==> config.mk <==
export PLATFORM = sky130hd
export DESIGN_NAME = fcc_div
export DESIGN_NICKNAME = d
export VERILOG_FILES = /design/src/design/fcc_pkg.sv /design/src/design/fcc_div.sv
export SDC_FILE = /design/constraint.sdc
export NUM_CORES = 1
export LEC_CHECK = 0
export ABC_AREA = 1
export BUFFER_PORTS_ARGS = -buffer_cell sky130_fd_sc_hd__buf_2
export CAP_MARGIN = 0
export CORE_MARGIN = 5
export CORE_UTILIZATION = 40
export CTS_CLUSTER_SIZE = 16
export DETAILED_ROUTE_END_ITERATION = 16
export GPL_TIMING_DRIVEN = 0
export SYNTH_ARGS = -nofsm -noshare
export SYNTH_HDL_FRONTEND = slang
export SYNTH_SLANG_ARGS = --single-unit
==> constraint.sdc <==
create_clock -name clk -period 4.05 [get_ports clk]
set_clock_uncertainty 0.1 [all_clocks]
set_input_delay 0.81 -clock clk [delete_from_list [all_inputs] [get_ports clk]]
set_output_delay 0.81 -clock clk [all_outputs]
set_load 0.02 [all_outputs]
==> src/design/fcc_pkg.sv <==
// Package with the widths, codes, reset values and shared types of the fan curve controller.
`default_nettype none

package fcc_pkg;

  localparam int unsigned TEMP_W     = 16;
  localparam int unsigned PCT_W      = 7;
  localparam int unsigned DUTY_W     = 10;
  localparam int unsigned CFG_IDX_W  = 2;
  localparam int unsigned CFG_DATA_W = 16;

  // Width of (temperature span) * 100, the dividend of the curve division.
  localparam int unsigned SPD_DW = TEMP_W + PCT_W;

  localparam int unsigned DUTY_MAX_DEF    = 1023;
  localparam int unsigned BLINK_TICKS_DEF = 5;

  localparam logic [PCT_W-1:0]  PCT_FULL       = 7'd100;
  localparam logic [DUTY_W-1:0] DUTY_FIELD_MAX = 10'd1023;

  localparam logic                     MODE_AUTO          = 1'b0;
  localparam logic                     MODE_MANUAL        = 1'b1;
  localparam logic signed [TEMP_W-1:0] TARGET_TEMP_RESET  = 16'sd400;
  localparam logic signed [TEMP_W-1:0] MAX_TEMP_RESET     = 16'sd800;
  localparam logic [PCT_W-1:0]         MANUAL_PCT_RESET   = 7'd0;

  typedef enum logic [CFG_IDX_W-1:0] {
    REG_CONTROL_MODE,
    REG_TARGET_TEMP,
    REG_MAX_TEMP,
    REG_MANUAL_PERCENT
  } cfg_reg_t;

  // One control tick handed to the LED blinker.
  typedef struct packed {
    logic step;
    logic alarm;
  } fcc_tick_t;

endpackage

`default_nettype wire

==> src/design/fcc_div.sv <==
// Restoring radix-2 divider that retires one quotient bit per cycle.
`default_nettype none

module fcc_div import fcc_pkg::*; #(
  parameter int unsigned DW = SPD_DW,
  parameter int unsigned VW = TEMP_W
) (
  input  wire logic          clk,
  input  wire logic          rst_n,
  input  wire logic          start,
  input  wire logic [DW-1:0] dividend,
  input  wire logic [VW-1:0] divisor,
  output logic               done,
  output logic [DW-1:0]      quotient
);

  localparam int unsigned CNT_W = $clog2(DW + 1);

  logic             busy_r;
  logic             done_r;
  logic [CNT_W-1:0] cnt_r;
  logic [DW-1:0]    work_r;
  logic [VW-1:0]    rem_r;
  logic [VW-1:0]    div_r;

  logic [VW:0]   shifted;
  logic          fits;
  logic [VW:0]   diff;
  logic [VW-1:0] rem_nxt;

  // The partial remainder stays below the divisor, so the shifted value is
  // below twice the divisor and one subtraction settles each bit.
  always_comb begin
    shifted = {rem_r, work_r[DW-1]};
    fits    = shifted >= {1'b0, div_r};
    diff    = shifted - {1'b0, div_r};
    rem_nxt = fits ? diff[VW-1:0] : shifted[VW-1:0];
  end

  always_ff @(posedge clk) begin
    if (!rst_n) begin
      busy_r <= 1'b0;
      done_r <= 1'b0;
      cnt_r  <= '0;
    end else begin
      done_r <= !start && busy_r && (cnt_r == CNT_W'(1));
      if (start) begin
        busy_r <= 1'b1;
        cnt_r  <= CNT_W'(DW);
      end else if (busy_r) begin
        cnt_r <= cnt_r - 1'b1;
        if (cnt_r == CNT_W'(1)) begin
          busy_r <= 1'b0;
        end
      end
    end
  end

  // The dividend leaves at the top while quotient bits enter at the bottom.
  always_ff @(posedge clk) begin
    if (start) begin
      work_r <= dividend;
      rem_r  <= '0;
      div_r  <= divisor;
    end else if (busy_r) begin
      work_r <= {work_r[DW-2:0], fits};
      rem_r  <= rem_nxt;
    end
  end

  assign done     = done_r;
  assign quotient = work_r;

endmodule

`default_nettype wire

# After elaboration in Yosys (flattened, before gate mapping)
# Cells that the tools add are included.
# op_classes
addsub	2
magnitude_cmp	1
eq_ne	1
mux	8
bitwise_logic	1
reduce_logical	5
# op_table
op	n
$mux 23	2
$ge 17x16->1	1
$mux 16	1
$sub 16x16->16	1
$mux 5	2
$eq 5x1->1 const B	1
$sub 5x1->5 const B	1
$mux 1	3
$logic_and 1x1->1	2
$reduce_bool 2->1	1
$reduce_or 2->1	1
$logic_not 1->1	1
$not 1->1	1
# word_totals
reg_bits	62
in_bits	42
output_inout_bits	24
elab_cells	25

# Logic depth before layout (Yosys ltp)
# Gate-level depths: netlist of the first run.
# depth
word_depth	4
depth_mapped	14
ltp_nobuf	14

# Worst setup path before layout of the first run
# No wires, ideal clock.
# synth_path
kind	input-to-reg
from	input start
to	register cnt_r[0]
setup_time_ps	122
arrival_ps	2021
required_time_ps	3828
setup_slack_ps	1807
path_stages	5
path_buffers	1
cell_sequence	clkbuf_1 nor2_1 inv_1 o21ai_0 a21oi_1
# synth_via
elab_chain_cells	1
elab_cells_between_ends	2
cone_classes	mux (1); reduce/logical (1)
# synth_lines
element	line_no	source
start: declaration	fcc_div.sv:10	input wire logic start,
$mux 5 or $reduce_bool 2->1 (tied branches)	-	
end signal: assignment	fcc_div.sv:49	cnt_r <= CNT_W'(DW);
end signal: assignment	fcc_div.sv:51	cnt_r <= cnt_r - 1'b1;
end: declaration	fcc_div.sv:21	logic [CNT_W-1:0] cnt_r;
# Several ways; a longest one is shown, not always the timed one.
# A chain may end at the register's enable or synchronous reset.

# Worst setup path after layout of the first run
# Same ends and word-level chain as after synthesis.

==> results.toml, run 1 <==
[pwr]
p_per_area_nw_per_um2 = 357
p_leak_nw = 2.33
ir_worst_vdd_uv = 183

[logic_synthesis]
synth_async_sr_flop_share = 0
yosys_warnings = 0
synth_compound_area_frac = 0.0321
synthXorXnorAreaFrac = 0.0144
synth-seq-cells = 62
synth_top_cell_by_area = "edfxtp_1"
synthSimpleGateAreaFrac = 0.339
synth_fa_ha_area_frac = 0.0670
synth_ff_type = "edfxtp_1"
synthCells = 492
syn_area_um2 = 3660
synth_top_family_by_area = "simple AND/OR/NAND/NOR gates"
synthTopCellsByArea = "edfxtp_1 32%, nand2_1 21%, dfxtp_1 13%"
synth_common_cells = "202 x nand2_1, 81 x inv_1, 46 x nand3_1"
synthMuxAreaShare = 0
yosysMostFrequentCell = "nand2_1"
post_synth_num_cell_types = 36
synth_top_area_frac = 0.320
ys_seq_area_frac = 0.446
avgSynthCellArea_um2 = 7.44
synth_edf_count = 39
syn_nets = 553

[detailed_routing]
vias = 3130
routed_wirelength_mm = 8.18
drt_iter0_drc = 144
ant_nets = 0
post-route-drc-count = 0
viasPerCell = 4.60
dr.pass1.iters = 4
wire_per_inst_um = 12.0

[floorplanning]
die_x_um = 106
coreArea_um2 = 8810
fp-row-count = 34
die_area_um2 = 11200
die_h_um = 106
start_util = 0.415
design.portCount = 66

[grt]
grt_first_pass_wirelength_mm = 14.1
track_usage = 0.157
grt_pass1_vias = 3160
grt_max_degree = 26
antenna_found_initial = 0
overflow = 0

[clock_tree]
clkLatencyLatePin_ns = 0.35
cts_max_level = 3
cts_tree = "built"
ctsResizeCount = 0
clk_pin_slew_ns = 0.08
cts_made_buffers = 9
postCtsSetupRepairBufs = 0
hold_buffers = 0
clk_path_buf_depth = 2
cts_root_buf = "clkbuf_8"
clkSinkCount = 62

[place]
placement.io_buffers = 65
hpwl_mm = 6.13
gp_congestion = 0.850

[sta]
setup_violations = 0
hold_ws_ns = 0.373
rsz0062_at_grt = "no"
timing.final.hold_violations = 0
worstMarginPinSlew_ns = 0.964
final_max_slew_viol_count = 0
min_period_ns = 2.84
relSlewSlack = 0.356
setup_tns_ns = 0
timing.fmax_mhz = 352
min_period_over_period = 0.702

[critical_path]
arrival_ns = 2.98
slowest_stage = "inv_1"
crit_fanout = 25
path_cells = "buf_2, clkbuf_1, nor2_1, inv_1, o21ai_0, a21oi_1"
crit_type = "input port to register"
endpoint_kind = "register"
rr_startpoint = "busy_r"
path_delay_family = "buffers and inverters"
cp-start-kind = "input port"
cp.buffers_inverters = 3
crit_start = "start"
cp_slowest_stage_delay_ns = 0.64
required_ns = 4.18

[job]
maxCapViolCount = 0

[status]
outcome = "completed"

[finish]
drive_above_1_share = 0.182
diodes = 0
nets = 629
area_growth_pct = 18.2

[worst_hold_path]
min_from = "rem_r[14]"
hold_class = "register to register"
-- final timing paths --
path	endpoint	slack (ns)	depth (start not counted)
setup reg to reg	cnt_r[0]	1.90	4
setup / recovery	cnt_r[0]	1.21	6
hold / removal	rem_r[14]	0.37	2
hold reg to reg	rem_r[14]	0.37	2
-- cell families after synthesis --
family	Yosys count
flops	62
simple gates	289
fa+ha+maj	19
xor+xnor	6
compound gates	21
buf+inv	95
-- cell usage in the layout, fill, tap and decap left out, types with 2 or more instances in the layout --
| master | n |
|---|---|
| nand2_1 | 202 |
| inv_1 | 81 |
| buf_2 | 67 |
| nand3_1 | 46 |
| edfxtp_1 | 39 |
| dfxtp_1 | 23 |
| ha_1 | 18 |
| nor2_1 | 14 |
| a21oi_1 | 12 |
| clkbuf_8 | 9 |
| clkbuf_1 | 6 |
| nand2_2 | 5 |
| xnor2_1 | 5 |
| inv_2 | 4 |
| nand4_1 | 4 |
| o21ai_0 | 4 |
| nor2_2 | 3 |
| inv_6 | 3 |
| nand2_4 | 2 |
| nand3b_1 | 2 |
| nor3_1 | 2 |
| nor4_1 | 2 |
| clkinvlp_4 | 2 |
-- tightest hold or removal path: stages, from the launching register on --
cell	delay, ns
dfxtp_1	0.32
nand2_1	0.06
nand2_1	0.05
-- registers in the layout, summed over array words and instances, names as in the netlist --
signal / count
busy_r: 1
quotient: 23
done: 1
cnt_r: 5
rem_r: 16
div_r: 16
-- per-stage QoR --
stage | instances | instance area (um^2) | total power, mW | utilization | setup slack, ns
floorplan | 492 | 3660 | 0.909 | - | 1.81
global placement | 665 | 4120 | 0.988 | 0.468 | 0.811
detailed placement | 665 | 4120 | 0.992 | 0.468 | 0.711
CTS | 681 | 4320 | 1.57 | 0.491 | 1.08
global route | 681 | 4320 | 1.64 | 0.491 | 0.944
finish | 681 | 4320 | 1.54 | 0.491 | 1.21
-- layer usage --
layer | wire length, um | global-route usage
met1 | 3780 | 0.195
met2 | 3670 | 0.249
met3 | 564 | 0.0483
met4 | 153 | 0.0749
met5 | 0 | 0
-- power by group --
part	total [mW]	internal, mW	switching [mW]	leakage (nW)
Sequential	0.744	0.723	0.0203	0.580
Clock	0.568	0.291	0.277	0.0968
Combinational	0.231	0.0814	0.150	1.66
-- final cells by class --
type	instances	area, um^2
Inverter	85	319
Timing Repair Buffer	65	325
Clock buffer	9	124
Sequential cell	62	1630
Clock inverter	7	80.1
Fill cell	871	4480
Tap cell	108	135
Buffer	10	51.3
Multi-Input combinational cell	335	1660
(Power assumes the default switching activity.)
==> inputs of run 2 (changes only) <==
clock period = 2.6 ns   (was 4.05 ns; I/O delays follow)
==> run 2 against run 1 <==
- sequential share of layout area decreased by 0.12 points
- design area rose by 0.32%
- wire length grew 0.76%
- hold slack worse by 0.13 ns
- critical path type unchanged
==> results.toml, run 2 (same netlist as run 1, synthesis figures left out) <==
[finish]
diodes = 0
area_growth_pct = 18.5
fillCellCount = 873
layout_common_cells = "202 x nand2_1, 80 x inv_1, 67 x buf_2, 46 x nand3_1, 39 x edfxtp_1"
largest_reg_flops = 23
final_common_cell = "nand2_1"
nets = 630
fin_area_um2 = 4340
drive_above_1_share = 0.186

[critical_path]
endpoint_kind = "register"
cp-start-kind = "input port"
required_ns = 2.73
slowest_stage = "nor2_2"
crit_fanout = 18
path_cells = "buf_2, clkbuf_1, nor2_2, clkinvlp_4, o21ai_0, a21oi_1"
arrival_ns = 2.46
crit_type = "input port to register"
cp_slowest_stage_delay_ns = 0.57

[sta]
min_period_over_period = 0.897
worstMarginPinSlew_ns = 0.656
timing.fmax_mhz = 429
timing.final.hold_violations = 0
hold_ws_ns = 0.246
rsz0062_at_grt = "no"
min_period_ns = 2.33
relSlewSlack = 0.561
setup_violations = 0
final_max_slew_viol_count = 0

[detailed_routing]
wire_per_inst_um = 12.1
dr.pass1.iters = 4
routed_wirelength_mm = 8.24
vias = 3178
drt_iter0_drc = 135
post-route-drc-count = 0
viasPerCell = 4.66
ant_nets = 0

[grt]
grt_max_degree = 19
grt_first_pass_wirelength_mm = 14.2
overflow = 0
antenna_found_initial = 0
grt_pass1_vias = 3161
track_usage = 0.157

[floorplanning]
coreArea_um2 = 8810
die_x_um = 106
die_area_um2 = 11200
fp-row-count = 34
die_h_um = 106
start_util = 0.415
design.portCount = 66

[clock_tree]
cts_made_buffers = 9
clk_path_buf_depth = 2
clk_pin_slew_ns = 0.08
cts_root_buf = "clkbuf_8"
clkLatencyLatePin_ns = 0.35
cts_tree = "built"
postCtsSetupRepairBufs = 0
cts_max_level = 3
clkSinkCount = 62

[status]
outcome = "completed"

[worst_hold_path]
hold_class = "input port to register"

[place]
post_dp_cell_area_um2 = 4120
hpwl_mm = 6.13
gp_congestion = 0.850
placement.io_buffers = 65

[job]
maxCapViolCount = 0

[pwr]
ir_worst_vdd_uv = 286
p_leak_nw = 2.33
p_per_area_nw_per_um2 = 555
==> run 2: final timing paths <==
kind	from	endpoint	slack (ns)	cells after the start
setup / recovery	start	cnt_r[0]	0.27	6
hold reg to reg	rem_r[14]	rem_r[14]	0.37	2
setup reg to reg	div_r[8]	quotient[0]	0.44	11
hold / removal	divisor[10]	div_r[10]	0.25	1
==> run 2: where the power goes <==
part	switching (mW)	internal (mW)
clock	0.432	0.454
combinational	0.236	0.128
sequential	0.0321	1.13
==> run 2: cell type report <==
class	instances	area (um^2)	share of cell area
tap	108	135	0.0312
timing repair inverter	1	7.51	0.00173
clock inverter	7	80.1	0.0185
timing repair buffer	65	325	0.0750
multi-input combinational	335	1660	0.383
sequential	62	1630	0.376
inverter	85	323	0.0744
buffer	10	51.3	0.0118
clock buffer	9	124	0.0286
==> run 2: stage by stage <==
step	power, mW	setup WS [ns]	util	TNS, ns	cells
6_report	2.41	0.268	0.492	0	682
3_5_place_dp	1.55	-0.449	0.468	-9.41	665
4_1_cts	2.44	0.224	0.492	0	682
5_1_grt	2.55	0.0916	0.492	0	682
3_3_place_gp	1.54	-0.349	0.468	-7.70	665
2_1_floorplan	1.42	0.608	-	0	492
==> run 2: worst max-delay path, delay by kind of cell <==
kind,cells,cell delay [ns]
AO/OA/AOI/OAI,2,0.33
buffers and inverters,3,1.04
AND/OR/NAND/NOR,1,0.57
==> run 2: what timing repair did <==
action	in CTS	in global routing
resized for setup	3	0
hold buffers	0	0
endpoints found under the setup margin	9	0
==> run 2: per-layer routing <==
metal | GRT usage | vias up | wire length [um]
li1 | - | 1698 | -
met1 | 0.198 | 1376 | 3740
met2 | 0.248 | 92 | 3670
met3 | 0.0477 | 12 | 671
met4 | 0.0749 | 0 | 153
met5 | 0 | - | 0
