## config.mk

```make
export PLATFORM = sky130hd
export DESIGN_NAME = fcc_blink
export DESIGN_NICKNAME = d
export VERILOG_FILES = /design/src/design/fcc_pkg.sv /design/src/design/fcc_blink.sv
export SDC_FILE = /design/constraint.sdc
export NUM_CORES = 1
export LEC_CHECK = 0
export BUFFER_PORTS_ARGS = -buffer_cell sky130_fd_sc_hd__buf_2
export CELL_PAD_IN_SITES_DETAIL_PLACEMENT = 0
export CELL_PAD_IN_SITES_GLOBAL_PLACEMENT = 1
export CORE_AREA = 4 4 41 43
export CTS_BUF_LIST = sky130_fd_sc_hd__clkbuf_8
export CTS_CLUSTER_SIZE = 12
export DETAILED_ROUTE_END_ITERATION = 8
export DIE_AREA = 0 0 45 47
export PLACE_DENSITY_LB_ADDON = 0.1
export SETUP_SLACK_MARGIN = 0.05
export SLEW_MARGIN = 25
export SYNTH_ARGS = -nofsm -noshare
export SYNTH_HDL_FRONTEND = slang
export SYNTH_SLANG_ARGS = --single-unit
```

## constraint.sdc

```tcl
create_clock -name clk -period 4.45 [get_ports clk]
set_clock_uncertainty 0.05 [all_clocks]
set_input_delay 0.445 -clock clk [delete_from_list [all_inputs] [get_ports clk]]
set_output_delay 0.445 -clock clk [all_outputs]
set_load 0.01 [all_outputs]
```

## src/design/fcc_pkg.sv

```systemverilog
// Package with the widths, codes, reset values and shared types of the fan curve controller.
`default_nettype none

package fcc_pkg;

  localparam int unsigned TEMP_W     = 16;
  localparam int unsigned PCT_W      = 7;
  localparam int unsigned DUTY_W     = 10;
  localparam int unsigned CFG_IDX_W  = 2;
  localparam int unsigned CFG_DATA_W = 16;

  // Width of (temperature span) * 100, the dividend of the curve division.
  localparam int unsigned SPD_DW = TEMP_W + PCT_W;

  localparam int unsigned DUTY_MAX_DEF    = 1023;
  localparam int unsigned BLINK_TICKS_DEF = 5;

  localparam logic [PCT_W-1:0]  PCT_FULL       = 7'd100;
  localparam logic [DUTY_W-1:0] DUTY_FIELD_MAX = 10'd1023;

  localparam logic                     MODE_AUTO          = 1'b0;
  localparam logic                     MODE_MANUAL        = 1'b1;
  localparam logic signed [TEMP_W-1:0] TARGET_TEMP_RESET  = 16'sd400;
  localparam logic signed [TEMP_W-1:0] MAX_TEMP_RESET     = 16'sd800;
  localparam logic [PCT_W-1:0]         MANUAL_PCT_RESET   = 7'd0;

  typedef enum logic [CFG_IDX_W-1:0] {
    REG_CONTROL_MODE,
    REG_TARGET_TEMP,
    REG_MAX_TEMP,
    REG_MANUAL_PERCENT
  } cfg_reg_t;

  // One control tick handed to the LED blinker.
  typedef struct packed {
    logic step;
    logic alarm;
  } fcc_tick_t;

endpackage

`default_nettype wire

```

## src/design/fcc_blink.sv

```systemverilog
// Alarm LED blinker that toggles the LED after a set number of alarm ticks and puts it out on a tick without the alarm.
`default_nettype none

module fcc_blink import fcc_pkg::*; #(
  parameter int unsigned BLINK_TICKS = BLINK_TICKS_DEF
) (
  input  wire logic      clk,
  input  wire logic      rst_n,
  input  wire fcc_tick_t tick,
  output logic           led
);

  localparam int unsigned CW = $clog2(BLINK_TICKS + 1);

  logic [CW-1:0] cnt_r;
  logic          led_r;
  logic [CW-1:0] cnt_inc;

  assign cnt_inc = cnt_r + 1'b1;

  always_ff @(posedge clk) begin
    if (!rst_n) begin
      cnt_r <= '0;
      led_r <= 1'b0;
    end else if (tick.step) begin
      if (tick.alarm) begin
        if (cnt_inc >= CW'(BLINK_TICKS)) begin
          cnt_r <= '0;
          led_r <= ~led_r;
        end else begin
          cnt_r <= cnt_inc;
        end
      end else begin
        cnt_r <= '0;
        led_r <= 1'b0;
      end
    end
  end

  assign led = led_r;

endmodule

`default_nettype wire

```

== After elaboration in Yosys (flattened, before gate mapping) ==
Cells that the tools add are included.

* Bits in registers: 4
* Bits of input ports: 4
* Output and inout port bits: 1
* Logic and storage cells: 11

* Add/sub/neg operators: 1
* $lt $le $gt $ge: 1
* Equality and inequality tests: 1
* Mux-type cells: 4
* Bitwise operators: 1
* Reductions and logical operators: 1

{| class="wikitable"
|+ Operators with widths
! kind !! count
|-
| $mux W3 || 2
|-
| $add A3 B1 Y3 const B || 1
|-
| $ge A3 B3 Y1 const B || 1
|-
| $mux W1 || 2
|-
| $ne A2 B1 Y1 const B || 1
|-
| $reduce_and A2 Y1 || 1
|-
| $not A1 Y1 || 1
|}

== Longest topological paths before layout ==
Gate-level depths: netlist (run 1).

* Depth in word-level cells: 4
* Gate-level depth with buffers: 5
* Gate-level depth less buffers: 5

== Least setup slack after synthesis (run 1) ==
Ideal clock, no wire load.

* Path kind: register -> register
* Start: register cnt_r[0]
* End: register led_r, in the netlist led
* Setup time: 0.074 ns
* Data arrival time: 1.415 ns
* Required time: 4.326 ns
* Slack: 2.910 ns
* Cell stages (with the launch flop): 6
* Buffers on the path: 0
* Clock period less this slack: 1.540 ns
* Cell sequence: dfxtp_1 inv_1 ha_1 nor3b_4 or4_1 a31oi_1

* Cells in the longest elaborated chain, start to end: 4

{| class="wikitable"
|+ Ends and longest elaborated chain
! what !! line !! text
|-
| start, declared || fcc_blink.sv:15 || <nowiki>logic [CW-1:0] cnt_r;</nowiki>
|-
| start signal, assigned || fcc_blink.sv:31 || <nowiki>cnt_r <= cnt_inc;</nowiki>
|-
| $add A3 B1 Y3 || fcc_blink.sv:19 || <nowiki>assign cnt_inc = cnt_r + 1'b1;</nowiki>
|-
| $ge A3 B3 Y1 || fcc_blink.sv:27 || <nowiki>if (cnt_inc >= CW'(BLINK_TICKS)) begin</nowiki>
|-
| $ne A2 B1 Y1 (no line) || -- ||
|-
| $reduce_and A2 Y1 (no line) || -- ||
|-
| end signal, assigned || fcc_blink.sv:29 || <nowiki>led_r <= ~led_r;</nowiki>
|-
| end, declared || fcc_blink.sv:16 || <nowiki>logic led_r;</nowiki>
|}

No other way between the ends.
A chain may end at the register's enable or synchronous reset.

== Worst setup path in the final report (run 1) ==
Same ends and word-level chain as after synthesis.

==> flow_summary.json, run 1 <==
{
  "die_width_um": 45,
  "worst_slew_pin_slew_ns": 0.262,
  "drcViolationCount": 0,
  "worstPathMaxFanout": 5,
  "synthesized_netlist_net_count": 35,
  "final_core_utilization_pct": 25.0,
  "cts_tree": "done",
  "timing.final.crit_share_pct": 36.6,
  "routed_antenna_nets": 0,
  "clk_pin_slew_worst_paths_ns": 0.03,
  "internal-power_uw": 98.3,
  "rr_startpoint": "cnt_r[0]$_SDFFE_PN0P_",
  "clockBufferDepth": 2,
  "tritoncts.num_buffers": 3,
  "dr_total_vias": 234,
  "place_inst": 48,
  "die_height_um": 47,
  "slew-limit-headroom_pct": 82.4,
  "critical_path.startpoint_type": "flip-flop",
  "async_set_or_reset_register_ratio_after_synthesis_pct": 0,
  "drv_cap": 0,
  "finalWorstPathRequiredPeriod_ns": 1.63,
  "worst-r2r-cell-count": 5,
  "worst_slack_ns": 2.82,
  "r2r-end": "led$_SDFFE_PN0P_",
  "detail_route.wirelength_um": 574,
  "cp-endpoint": "led$_SDFFE_PN0P_",
  "footprint_of_the_multi_input_gates_um2": 146,
  "finish.net_count": 44,
  "post_drt_wl_per_cell_um": 11.3,
  "arrival_ns": 1.72,
  "synth_top_cells_by_count": "sky130_fd_sc_hd__inv_1, sky130_fd_sc_hd__dfxtp_1, sky130_fd_sc_hd__nand2_1",
  "gp_congestion": 0.745,
  "syn-instance-count": 29,
  "first_iter_violations": 13,
  "core-area_um2": 1300,
  "clockRootBuffer": "sky130_fd_sc_hd__clkbuf_8",
  "power.combinational.fraction_pct": 7.6,
  "worst_skew_pair.late_latency_ns": 0.21,
  "initial_antenna_violation_count": 0,
  "finalMaxSlewViolations": 0,
  "ys_ff_latch": 4,
  "cts.sink_count": 4,
  "cts.repair.resized": 0,
  "ys_top_cells_by_area": "sky130_fd_sc_hd__dfxtp_1, sky130_fd_sc_hd__ha_1, sky130_fd_sc_hd__inv_1",
  "number_of_synthesized_flops_with_an_enable_pin": 0,
  "most_used_flip_flop_cell_after_synthesis": "sky130_fd_sc_hd__dfxtp_1",
  "synth_largest_area_cell": "sky130_fd_sc_hd__dfxtp_1",
  "fillers": 152,
  "final_setup_vio_count": 0,
  "achievable-frequency_ghz": 0.614,
  "status": "completed",
  "power.share.clock_pct": 61.6,
  "total_power_uw": 122,
  "number_of_global_route_vias_before_repair": 211,
  "synth_cell_types": 15,
  "floorplan.initialDensity_pct": 18.8,
  "htreeDepth": 1,
  "p_sw_uw": 23.7,
  "postPlaceCellArea_um2": 284,
  "drt-vias-per-instance": 4.59,
  "floorplan.rows": 13,
  "fin_setup_tns_ns": 0,
  "fin_worst_hold_slack_ns": 0.433,
  "antenna-diode-count": 0,
  "globalRoute.totalOverflow": 0,
  "worst_setup_path_startpoint": "cnt_r[0]$_SDFFE_PN0P_",
  "postSynthAreaPerCell_um2": 8.46,
  "timing.reg2reg.setup_slack_ns": 2.82,
  "mappedNetlistArea_um2": 245,
  "total_routing_usage_gr_pct": 6.72,
  "vdd_ir_drop_max_mv": 0.138,
  "cts_post_setup_buffers_inserted": 0,
  "pwr_density_cell_nw_per_um2": 375,
  "final_design_area_no_fill_um2": 325,
  "critical_path_required_ns": 4.54,
  "crit_path_end_kind": "flip-flop",
  "criticalPathCategory": "flip-flop to flip-flop",
  "p_leak_nw": 0.126,
  "yosysWarnings": 0,
  "postCtsHoldBufs": 0,
  "pre_cts_ws_ns": 2.83,
  "report.final.hold_viol_count": 0,
  "grt_setup_unrepaired": "no",
  "tightest_hold_check_type": "flip-flop to flip-flop",
  "syn2layout_area_growth_pct": 32.7,
  "post_route_cells_drive_above_1_share_pct": 25.0,
  "drt-pass1-iter-count": 4,
  "synth_sequential_area_ratio_pct": 32.7,
  "port_buffers": 4,
  "share_of_total_power_consumed_by_net_switching_pct": 19.4,
  "pwr-share-seq_pct": 30.8,
  "die_ar_um2": 2120,
  "regArea_um2": 80.1,
  "design.portCount": 5,
  "grt_start_max_net_pins": 7,
  "yosys.cell_count.top_type": "sky130_fd_sc_hd__inv_1",
  "global_route_wire_length_before_repair_um": 910,
  "post-synth-top-area-fraction_pct": 32.7,
  "final_cells": 51
}
## power groups by stage
stage,clock (mW),sequential [mW],combinational (mW)
final,0.0752,0.0376,0.00925
after global routing,0.0815,0.0377,0.0103
after CTS,0.0783,0.0376,0.00924
after detailed placement,0,0.0381,0.00916
after global placement,0,0.0380,0.00912
after floorplan,0,0.0379,0.00561
## cell type report
type / count / area share, %
timing repair buffer: 4 / 6.15
tap: 15 / 5.77
clock buffer: 3 / 12.7
multi-input combinational: 20 / 45.0
inverter: 5 / 5.77
sequential: 4 / 24.6
## placed cells by master (no fill, tap or decap)
| master | instances |
|---|---|
| sky130_fd_sc_hd__a21oi_1 | 2 |
| sky130_fd_sc_hd__a31oi_1 | 2 |
| sky130_fd_sc_hd__and4bb_2 | 1 |
| sky130_fd_sc_hd__buf_2 | 4 |
| sky130_fd_sc_hd__clkbuf_8 | 3 |
| sky130_fd_sc_hd__dfxtp_1 | 4 |
| sky130_fd_sc_hd__ha_1 | 2 |
| sky130_fd_sc_hd__inv_1 | 5 |
| sky130_fd_sc_hd__nand2_1 | 4 |
| sky130_fd_sc_hd__nand4_1 | 2 |
| sky130_fd_sc_hd__nor2_1 | 1 |
| sky130_fd_sc_hd__nor2b_1 | 1 |
| sky130_fd_sc_hd__nor3b_4 | 1 |
| sky130_fd_sc_hd__o211ai_1 | 1 |
| sky130_fd_sc_hd__o22ai_1 | 1 |
| sky130_fd_sc_hd__or4_1 | 1 |
| sky130_fd_sc_hd__xnor2_1 | 1 |
## flip-flops by register name (all words and copies together) (netlist names)
signal	cells
led	1
cnt_r	3
## worst max-delay path, cell delays in order (launching register included)
cell                      delay [ns]
sky130_fd_sc_hd__dfxtp_1        0.37
sky130_fd_sc_hd__inv_1          0.06
sky130_fd_sc_hd__ha_1           0.34
sky130_fd_sc_hd__nor3b_4        0.07
sky130_fd_sc_hd__or4_1          0.50
sky130_fd_sc_hd__a31oi_1        0.16
## how the worst min path moves through the flow
stage                                from                     to  slack, ns  cells past startpoint
finish              cnt_r[1]$_SDFFE_PN0P_  cnt_r[1]$_SDFFE_PN0P_       0.43                      2
global route        cnt_r[1]$_SDFFE_PN0P_  cnt_r[1]$_SDFFE_PN0P_       0.45                      2
CTS                 cnt_r[1]$_SDFFE_PN0P_  cnt_r[1]$_SDFFE_PN0P_       0.43                      2
detailed placement  cnt_r[1]$_SDFFE_PN0P_  cnt_r[1]$_SDFFE_PN0P_       0.43                      2
global placement    cnt_r[1]$_SDFFE_PN0P_  cnt_r[1]$_SDFFE_PN0P_       0.42                      2
floorplan           cnt_r[1]$_SDFFE_PN0P_  cnt_r[1]$_SDFFE_PN0P_       0.40                      2
## cells by family (layout without fill, tap and decap cells)
kind of cell / Yosys count / after routing / share of synthesized area [%]
AND/OR/NAND/NOR: 11 / 11 / 31.1
AO/OA/AOI/OAI: 6 / 6 / 14.8
buffers and inverters: 5 / 12 / 7.65
flip-flops: 4 / 4 / 32.7
adder cells (fa/ha/maj): 2 / 2 / 10.2
XOR/XNOR: 1 / 1 / 3.57
## layer usage
| metal | part of all wire [%] | GRT usage, % | vias up | wire length [um] |
|---|---|---|---|---|
| met1 | 50 | 7.31 | 111 | 286 |
| met4 | 0 | 3.51 | 0 | 0 |
| met2 | 45 | 9.04 | 7 | 256 |
| met3 | 5.4 | 5.75 | 0 | 31 |
| met5 | 0 | 0 | - | 0 |
| li1 | - | - | 116 | - |
No activity file was read; power rests on OpenSTA's default activity.
==> run 2: changes to the inputs <==
ABC_AREA = 1   (was unset)
clock period = 1.4 ns   (was 4.45 ns; I/O delays follow)
==> run 2 against run 1 <==
  * Maximum frequency up 28%
  * Cell count up 14%
  * Count of clock-buffer cells in the layout unchanged
  * Core utilization up 3.4 points
  * Global-route usage down 1.0 points
  * Sequential cell count unchanged
  * Final area up 13%
  * Total power rose to 3.5 times the previous value
  * Hold slack worse by 0.28 ns
  * Die area unchanged
  * Non-clock buffer count up 2
==> flow_summary.json, run 2 <==
{
  "post_synth_and_or_nand_nor_area_fraction_pct": 23.3,
  "syn-instance-count": 35,
  "arrival_ns": 1.32,
  "total_routing_usage_gr_pct": 5.69,
  "clk_pin_slew_worst_paths_ns": 0.03,
  "final_setup_vio_count": 0,
  "port_buffers": 4,
  "pwr_density_cell_nw_per_um2": 1170,
  "grt_start_max_net_pins": 10,
  "total_half_perimeter_wirelength_after_legalization_and_detailed_placement_um": 426,
  "timing.final.crit_share_pct": 90.5,
  "drcViolationCount": 0,
  "first_iter_violations": 0,
  "global_route_wire_length_before_repair_um": 828,
  "synth_sequential_area_ratio_pct": 33.2,
  "syn2layout_area_growth_pct": 52.8,
  "drt-vias-per-instance": 4.14,
  "finalWorstPathRequiredPeriod_ns": 1.27,
  "worst_skew_pair.late_latency_ns": 0.21,
  "synth_top_family_by_area": "simple AND/OR/NAND/NOR gates",
  "achievable-frequency_ghz": 0.789,
  "post_route_cells_drive_above_1_share_pct": 44.2,
  "clockRootBuffer": "sky130_fd_sc_hd__clkbuf_8",
  "fraction_of_the_mapped_netlist_area_in_compound_gates_pct": 18.7,
  "cpPeakStageDelay_ns": 0.36,
  "power.share.clock_pct": 54.5,
  "synth_cell_types": 13,
  "critical_path_required_ns": 1.45,
  "vdd_ir_drop_max_mv": 0.841,
  "report.final.hold_viol_count": 0,
  "internal-power_uw": 336,
  "clockBufferDepth": 2,
  "drt-pass1-iter-count": 1,
  "post_drt_wl_per_cell_um": 9.83,
  "pwr-share-seq_pct": 30.1,
  "antenna-diode-count": 0,
  "status": "completed",
  "p_leak_nw": 0.165,
  "die_height_um": 47,
  "criticalPathCategory": "flip-flop to flip-flop",
  "core-area_um2": 1300,
  "die_ar_um2": 2120,
  "gp_congestion": 0.680,
  "tightest_hold_check_type": "input port to flip-flop",
  "post-synth-top-area-fraction_pct": 33.2,
  "number_of_synthesized_flops_with_an_enable_pin": 0,
  "finalMaxSlewViolations": 0,
  "worst_slew_pin_slew_ns": 0.167,
  "routed_antenna_nets": 0,
  "postSynthAreaPerCell_um2": 6.90,
  "fin_setup_tns_ns": 0,
  "registers.top_by_ff_count": "cnt_r",
  "yosys-mux-area-fraction_pct": 0,
  "dr_total_vias": 240,
  "total_power_uw": 433,
  "synth_largest_area_cell": "sky130_fd_sc_hd__dfxtp_1",
  "detail_route.wirelength_um": 570,
  "power.combinational.fraction_pct": 15.4,
  "htreeDepth": 1,
  "slew-limit-headroom_pct": 88.9,
  "worstPathMaxFanout": 4,
  "crit_path_end_kind": "flip-flop",
  "path_common_cell": "sky130_fd_sc_hd__nand2_1",
  "share_of_total_power_consumed_by_net_switching_pct": 22.5,
  "grt_setup_unrepaired": "no",
  "number_of_global_route_vias_before_repair": 197,
  "design.portCount": 5,
  "largest_register_ffs": 3,
  "cts.sink_count": 4,
  "critical_path.slowest_cell": "sky130_fd_sc_hd__dfxtp_4",
  "floorplan.rows": 13,
  "tritoncts.num_buffers": 3,
  "yosys.cell_count.top_type": "sky130_fd_sc_hd__inv_1",
  "cts_tree": "done",
  "fillers": 156,
  "most_used_flip_flop_cell_after_synthesis": "sky130_fd_sc_hd__dfxtp_1",
  "critical_path.startpoint_type": "flip-flop",
  "synth_fa_ha_area_share_pct": 10.4,
  "drv_cap": 0,
  "floorplan.initialDensity_pct": 18.6,
  "globalRoute.totalOverflow": 0,
  "p_sw_uw": 97.3,
  "layout.cells.most_common": "sky130_fd_sc_hd__nand2_1",
  "ys_ff_latch": 4,
  "yosysWarnings": 0,
  "die_width_um": 45,
  "yosys.area_share.xor_xnor_pct": 0,
  "mappedNetlistArea_um2": 241,
  "finish.net_count": 51,
  "critical_path.cell_chain": "inv_2 -> ha_4 -> inv_1 -> nand3_1 -> nand2_1 -> nand2_2 -> nand3_2 -> nand2_1 -> nor2_1",
  "synthesized_netlist_net_count": 41,
  "synth_top_cells_by_count": "sky130_fd_sc_hd__inv_1, sky130_fd_sc_hd__nand2_1, sky130_fd_sc_hd__a21oi_1, sky130_fd_sc_hd__dfxtp_1",
  "async_set_or_reset_register_ratio_after_synthesis_pct": 0,
  "initial_antenna_violation_count": 0,
  "ys_top_cells_by_area": "sky130_fd_sc_hd__dfxtp_1, sky130_fd_sc_hd__inv_1, sky130_fd_sc_hd__nand2_1",
  "mostFrequentLayoutCells": "sky130_fd_sc_hd__nand2_1, sky130_fd_sc_hd__inv_1, sky130_fd_sc_hd__buf_2"
}
run 2: through the flow:
stage                     area, um2  util, %  hold slack [ns]  worst slack [ns]  instances
final                           369     28.4            0.148             0.133         58
after global routing            369     28.4            0.157            0.0506         58
after CTS                       324     24.9            0.153            0.0775         57
after detailed placement        283     21.7            0.375            0.0818         54
after global placement          283     21.7            0.361             0.104         54
after floorplan                 241        -            0.211             0.144         35
run 2: final cells by class:
cell class	instances	area (um2)	area share, %
timing repair buffer	6	38.8	10.5
multi-input combinational	22	155	42.0
tap	15	18.8	5.08
inverter	8	30.0	8.14
clock buffer	3	41.3	11.2
sequential	4	85.1	23.1
run 2: cell families after synthesis:
logic type | Yosys count
AOI/OAI and AO/OA | 8
adders and majority gates | 2
buffers and inverters | 9
DFF | 4
and+or+nand+nor | 12
run 2: power by group through the flow:
stage | clock network (mW) | logic (mW) | registers, mW
after floorplan | 0 | 0.0353 | 0.130
after global placement | 0 | 0.0536 | 0.129
after detailed placement | 0 | 0.0555 | 0.129
after CTS | 0.241 | 0.0556 | 0.128
after global routing | 0.257 | 0.0750 | 0.132
final | 0.236 | 0.0669 | 0.130
run 2: timing repair:
action                                  CTS  global route
setup buffers                             0             1
hold buffers                              0             0
gates resized for setup                   0            11
endpoints found under the setup margin    0             1
run 2: per-layer routing:
metal | track usage, % | up-vias | part of all wire (%)
li1 | - | 128 | -
met1 | 6.83 | 105 | 41
met2 | 7.63 | 7 | 48
met3 | 5.75 | 0 | 11
met4 | 0 | 0 | 0
met5 | 0 | - | 0
run 2: worst paths after layout:
kind / start / to / slack, ns / cells past startpoint
worst min register to register: led$_SDFFE_PN0P_ / led$_SDFFE_PN0P_ / 0.46 / 2
worst max-delay path: cnt_r[1]$_SDFFE_PN0P_ / led$_SDFFE_PN0P_ / 0.13 / 9
worst max register to register: cnt_r[1]$_SDFFE_PN0P_ / led$_SDFFE_PN0P_ / 0.13 / 9
worst min-delay path: rst_n / led$_SDFFE_PN0P_ / 0.15 / 3
run 2: worst max-delay path: cells and delay by family (launching register included):
kind                       cells  cell delay [ns]
and+or+nand+nor                6             0.42
DFF                            1             0.36
adders and majority gates      1             0.25
buffers and inverters          2             0.09
==> run 3: changes to the inputs <==
BUFFER_PORTS_ARGS = -buffer_cell sky130_fd_sc_hd__buf_4   (was -buffer_cell sky130_fd_sc_hd__buf_2)
clock period = 1.5 ns   (was 1.4 ns; I/O delays follow)
==> run 3 against run 2 <==
  * First-iteration DRC count increased by 2
  * Critical path depth decreased by 1
  * Via count decreased by 4.2%
  * Routed wire length decreased by 5.3%
  * Cell count decreased by 3.4%
  * Core utilization decreased by 2.8 points
  * Die area unchanged
  * Global-route usage increased by 1.4 points
  * Critical path type unchanged
==> flow_summary.json, run 3 (synthesis results as in run 2) <==
{
  "status": "completed",
  "drt-vias-per-instance": 4.11,
  "globalRoute.totalOverflow": 0,
  "first_iter_violations": 2,
  "post_route_cells_drive_above_1_share_pct": 29.3,
  "total_half_perimeter_wirelength_after_legalization_and_detailed_placement_um": 448,
  "crit_path_end_kind": "flip-flop",
  "global_route_wire_length_before_repair_mm": 1.00,
  "power.share.clock_pct": 56.5,
  "die_height_um": 47,
  "port_buffers": 4,
  "report.final.hold_viol_count": 0,
  "grt_start_max_net_pins": 10,
  "mostFrequentLayoutCells": "sky130_fd_sc_hd__inv_1, sky130_fd_sc_hd__nand2_1, sky130_fd_sc_hd__buf_4",
  "gp_congestion": 0.654,
  "fillers": 163,
  "total_routing_usage_gr_pct": 7.10,
  "die_width_um": 45,
  "critical_path.slowest_cell": "sky130_fd_sc_hd__dfxtp_2",
  "final_design_area_no_fill_um2": 333,
  "largest_register_ffs": 3,
  "timing.critical_path.buf_inv": 2,
  "floorplan.initialDensity_pct": 18.6,
  "core-area_um2": 1300,
  "layout.cells.most_common": "sky130_fd_sc_hd__inv_1",
  "clockBufferDepth": 2,
  "post_drt_wl_per_cell_um": 9.64,
  "drcViolationCount": 0,
  "postCtsHoldBufs": 0,
  "tritoncts.num_buffers": 3,
  "total_power_uw": 397,
  "p_leak_nw": 0.157,
  "pwr-share-seq_pct": 30.6,
  "cts.sink_count": 4,
  "critical_path_required_ns": 1.55,
  "critical_path.cell_chain": "inv_1 -> ha_1 -> inv_1 -> nand3_1 -> nand2_1 -> nand2_2 -> a21oi_2 -> nor2_1",
  "p_sw_uw": 88.4,
  "criticalPathCategory": "flip-flop to flip-flop",
  "syn2layout_area_growth_pct": 37.8,
  "design.portCount": 5,
  "worst_skew_pair.late_latency_ns": 0.22,
  "slew-limit-headroom_pct": 89.6,
  "routed_antenna_nets": 0,
  "registers.top_by_ff_count": "cnt_r",
  "pwr_density_cell_nw_per_um2": 1190,
  "detail_route.wirelength_um": 540,
  "antenna-diode-count": 0,
  "timing.final.crit_share_pct": 88.6,
  "drv_cap": 0,
  "worstPathMaxFanout": 4,
  "clockRootBuffer": "sky130_fd_sc_hd__clkbuf_8",
  "arrival_ns": 1.38,
  "achievable-frequency_ghz": 0.752,
  "htreeDepth": 1,
  "share_of_total_power_consumed_by_net_switching_pct": 22.2,
  "internal-power_uw": 309,
  "clk_pin_slew_worst_paths_ns": 0.03,
  "finalMaxSlewViolations": 0,
  "critical_path.startpoint_type": "flip-flop",
  "cell_family_with_most_cp_delay": "flip-flops",
  "tightest_hold_check_type": "input port to flip-flop",
  "finish.net_count": 49,
  "number_of_global_route_vias_before_repair": 227,
  "fin_setup_tns_ns": 0,
  "cts_tree": "done",
  "power.combinational.fraction_pct": 12.9,
  "grt_setup_unrepaired": "no",
  "final_setup_vio_count": 0,
  "worst_slack_ns": 0.171,
  "floorplan.rows": 13,
  "worst_slew_pin_slew_ns": 0.155,
  "pre_cts_ws_ns": 0.108,
  "drt-pass1-iter-count": 4,
  "path_common_cell": "sky130_fd_sc_hd__inv_1",
  "cpPeakStageDelay_ns": 0.33,
  "finalWorstPathRequiredPeriod_ns": 1.33,
  "vdd_ir_drop_max_mv": 0.443,
  "postPlaceCellArea_um2": 285,
  "initial_antenna_violation_count": 0,
  "dr_total_vias": 230,
  "die_ar_um2": 2120,
  "fin_worst_hold_slack_ns": 0.140
}
## run 3: per-stage QoR
step / util, % / instances
global placement: 21.9 / 53
global route: 25.6 / 56
detailed placement: 21.9 / 53
floorplan: - / 35
CTS: 25.1 / 56
finish: 25.6 / 56
## run 3: worst paths after layout
kind,from,to,slack (ns),cells after the start
worst max-delay path,cnt_r[0]$_SDFFE_PN0P_,led$_SDFFE_PN0P_,0.17,8
worst min-delay path,tick[1],cnt_r[1]$_SDFFE_PN0P_,0.14,2
worst max register to register,cnt_r[0]$_SDFFE_PN0P_,led$_SDFFE_PN0P_,0.17,8
worst min register to register,cnt_r[0]$_SDFFE_PN0P_,cnt_r[0]$_SDFFE_PN0P_,0.46,2
## run 3: worst reg2reg max path, delay by kind of cell (launching register included)
family / cells / cell delay, ns
adders and majority gates: 1 / 0.28
DFF: 1 / 0.33
buffers and inverters: 2 / 0.13
AOI/OAI and AO/OA: 1 / 0.12
and+or+nand+nor: 4 / 0.30
## run 3: cell type report
| cell class | count | area [um2] | area share [%] |
|---|---|---|---|
| Sequential cell | 4 | 82.6 | 24.8 |
| Clock buffer | 3 | 41.3 | 12.4 |
| Inverter | 8 | 30.0 | 9.02 |
| Multi-Input combinational cell | 22 | 130 | 39.1 |
| Timing Repair Buffer | 4 | 30.0 | 9.02 |
| Tap cell | 15 | 18.8 | 5.64 |
## run 3: layer usage
layer,global-route usage (%),routed length [um],vias to the layer above
met5,0,0,-
li1,-,-,122
met1,8.16,231,101
met3,6.51,58,0
met2,9.60,249,7
met4,1.75,0,0
## run 3: power by group through the flow
stage | registers [mW] | logic [mW] | clock network, mW
floorplan | 0.122 | 0.0330 | 0
global placement | 0.122 | 0.0507 | 0
detailed placement | 0.123 | 0.0509 | 0
CTS | 0.121 | 0.0509 | 0.227
global route | 0.123 | 0.0592 | 0.243
finish | 0.122 | 0.0512 | 0.224
## run 3: repair_timing
item | CTS | global route
resized for setup | 0 | 3
setup endpoints to repair | 0 | 1
setup buffers | 0 | 0
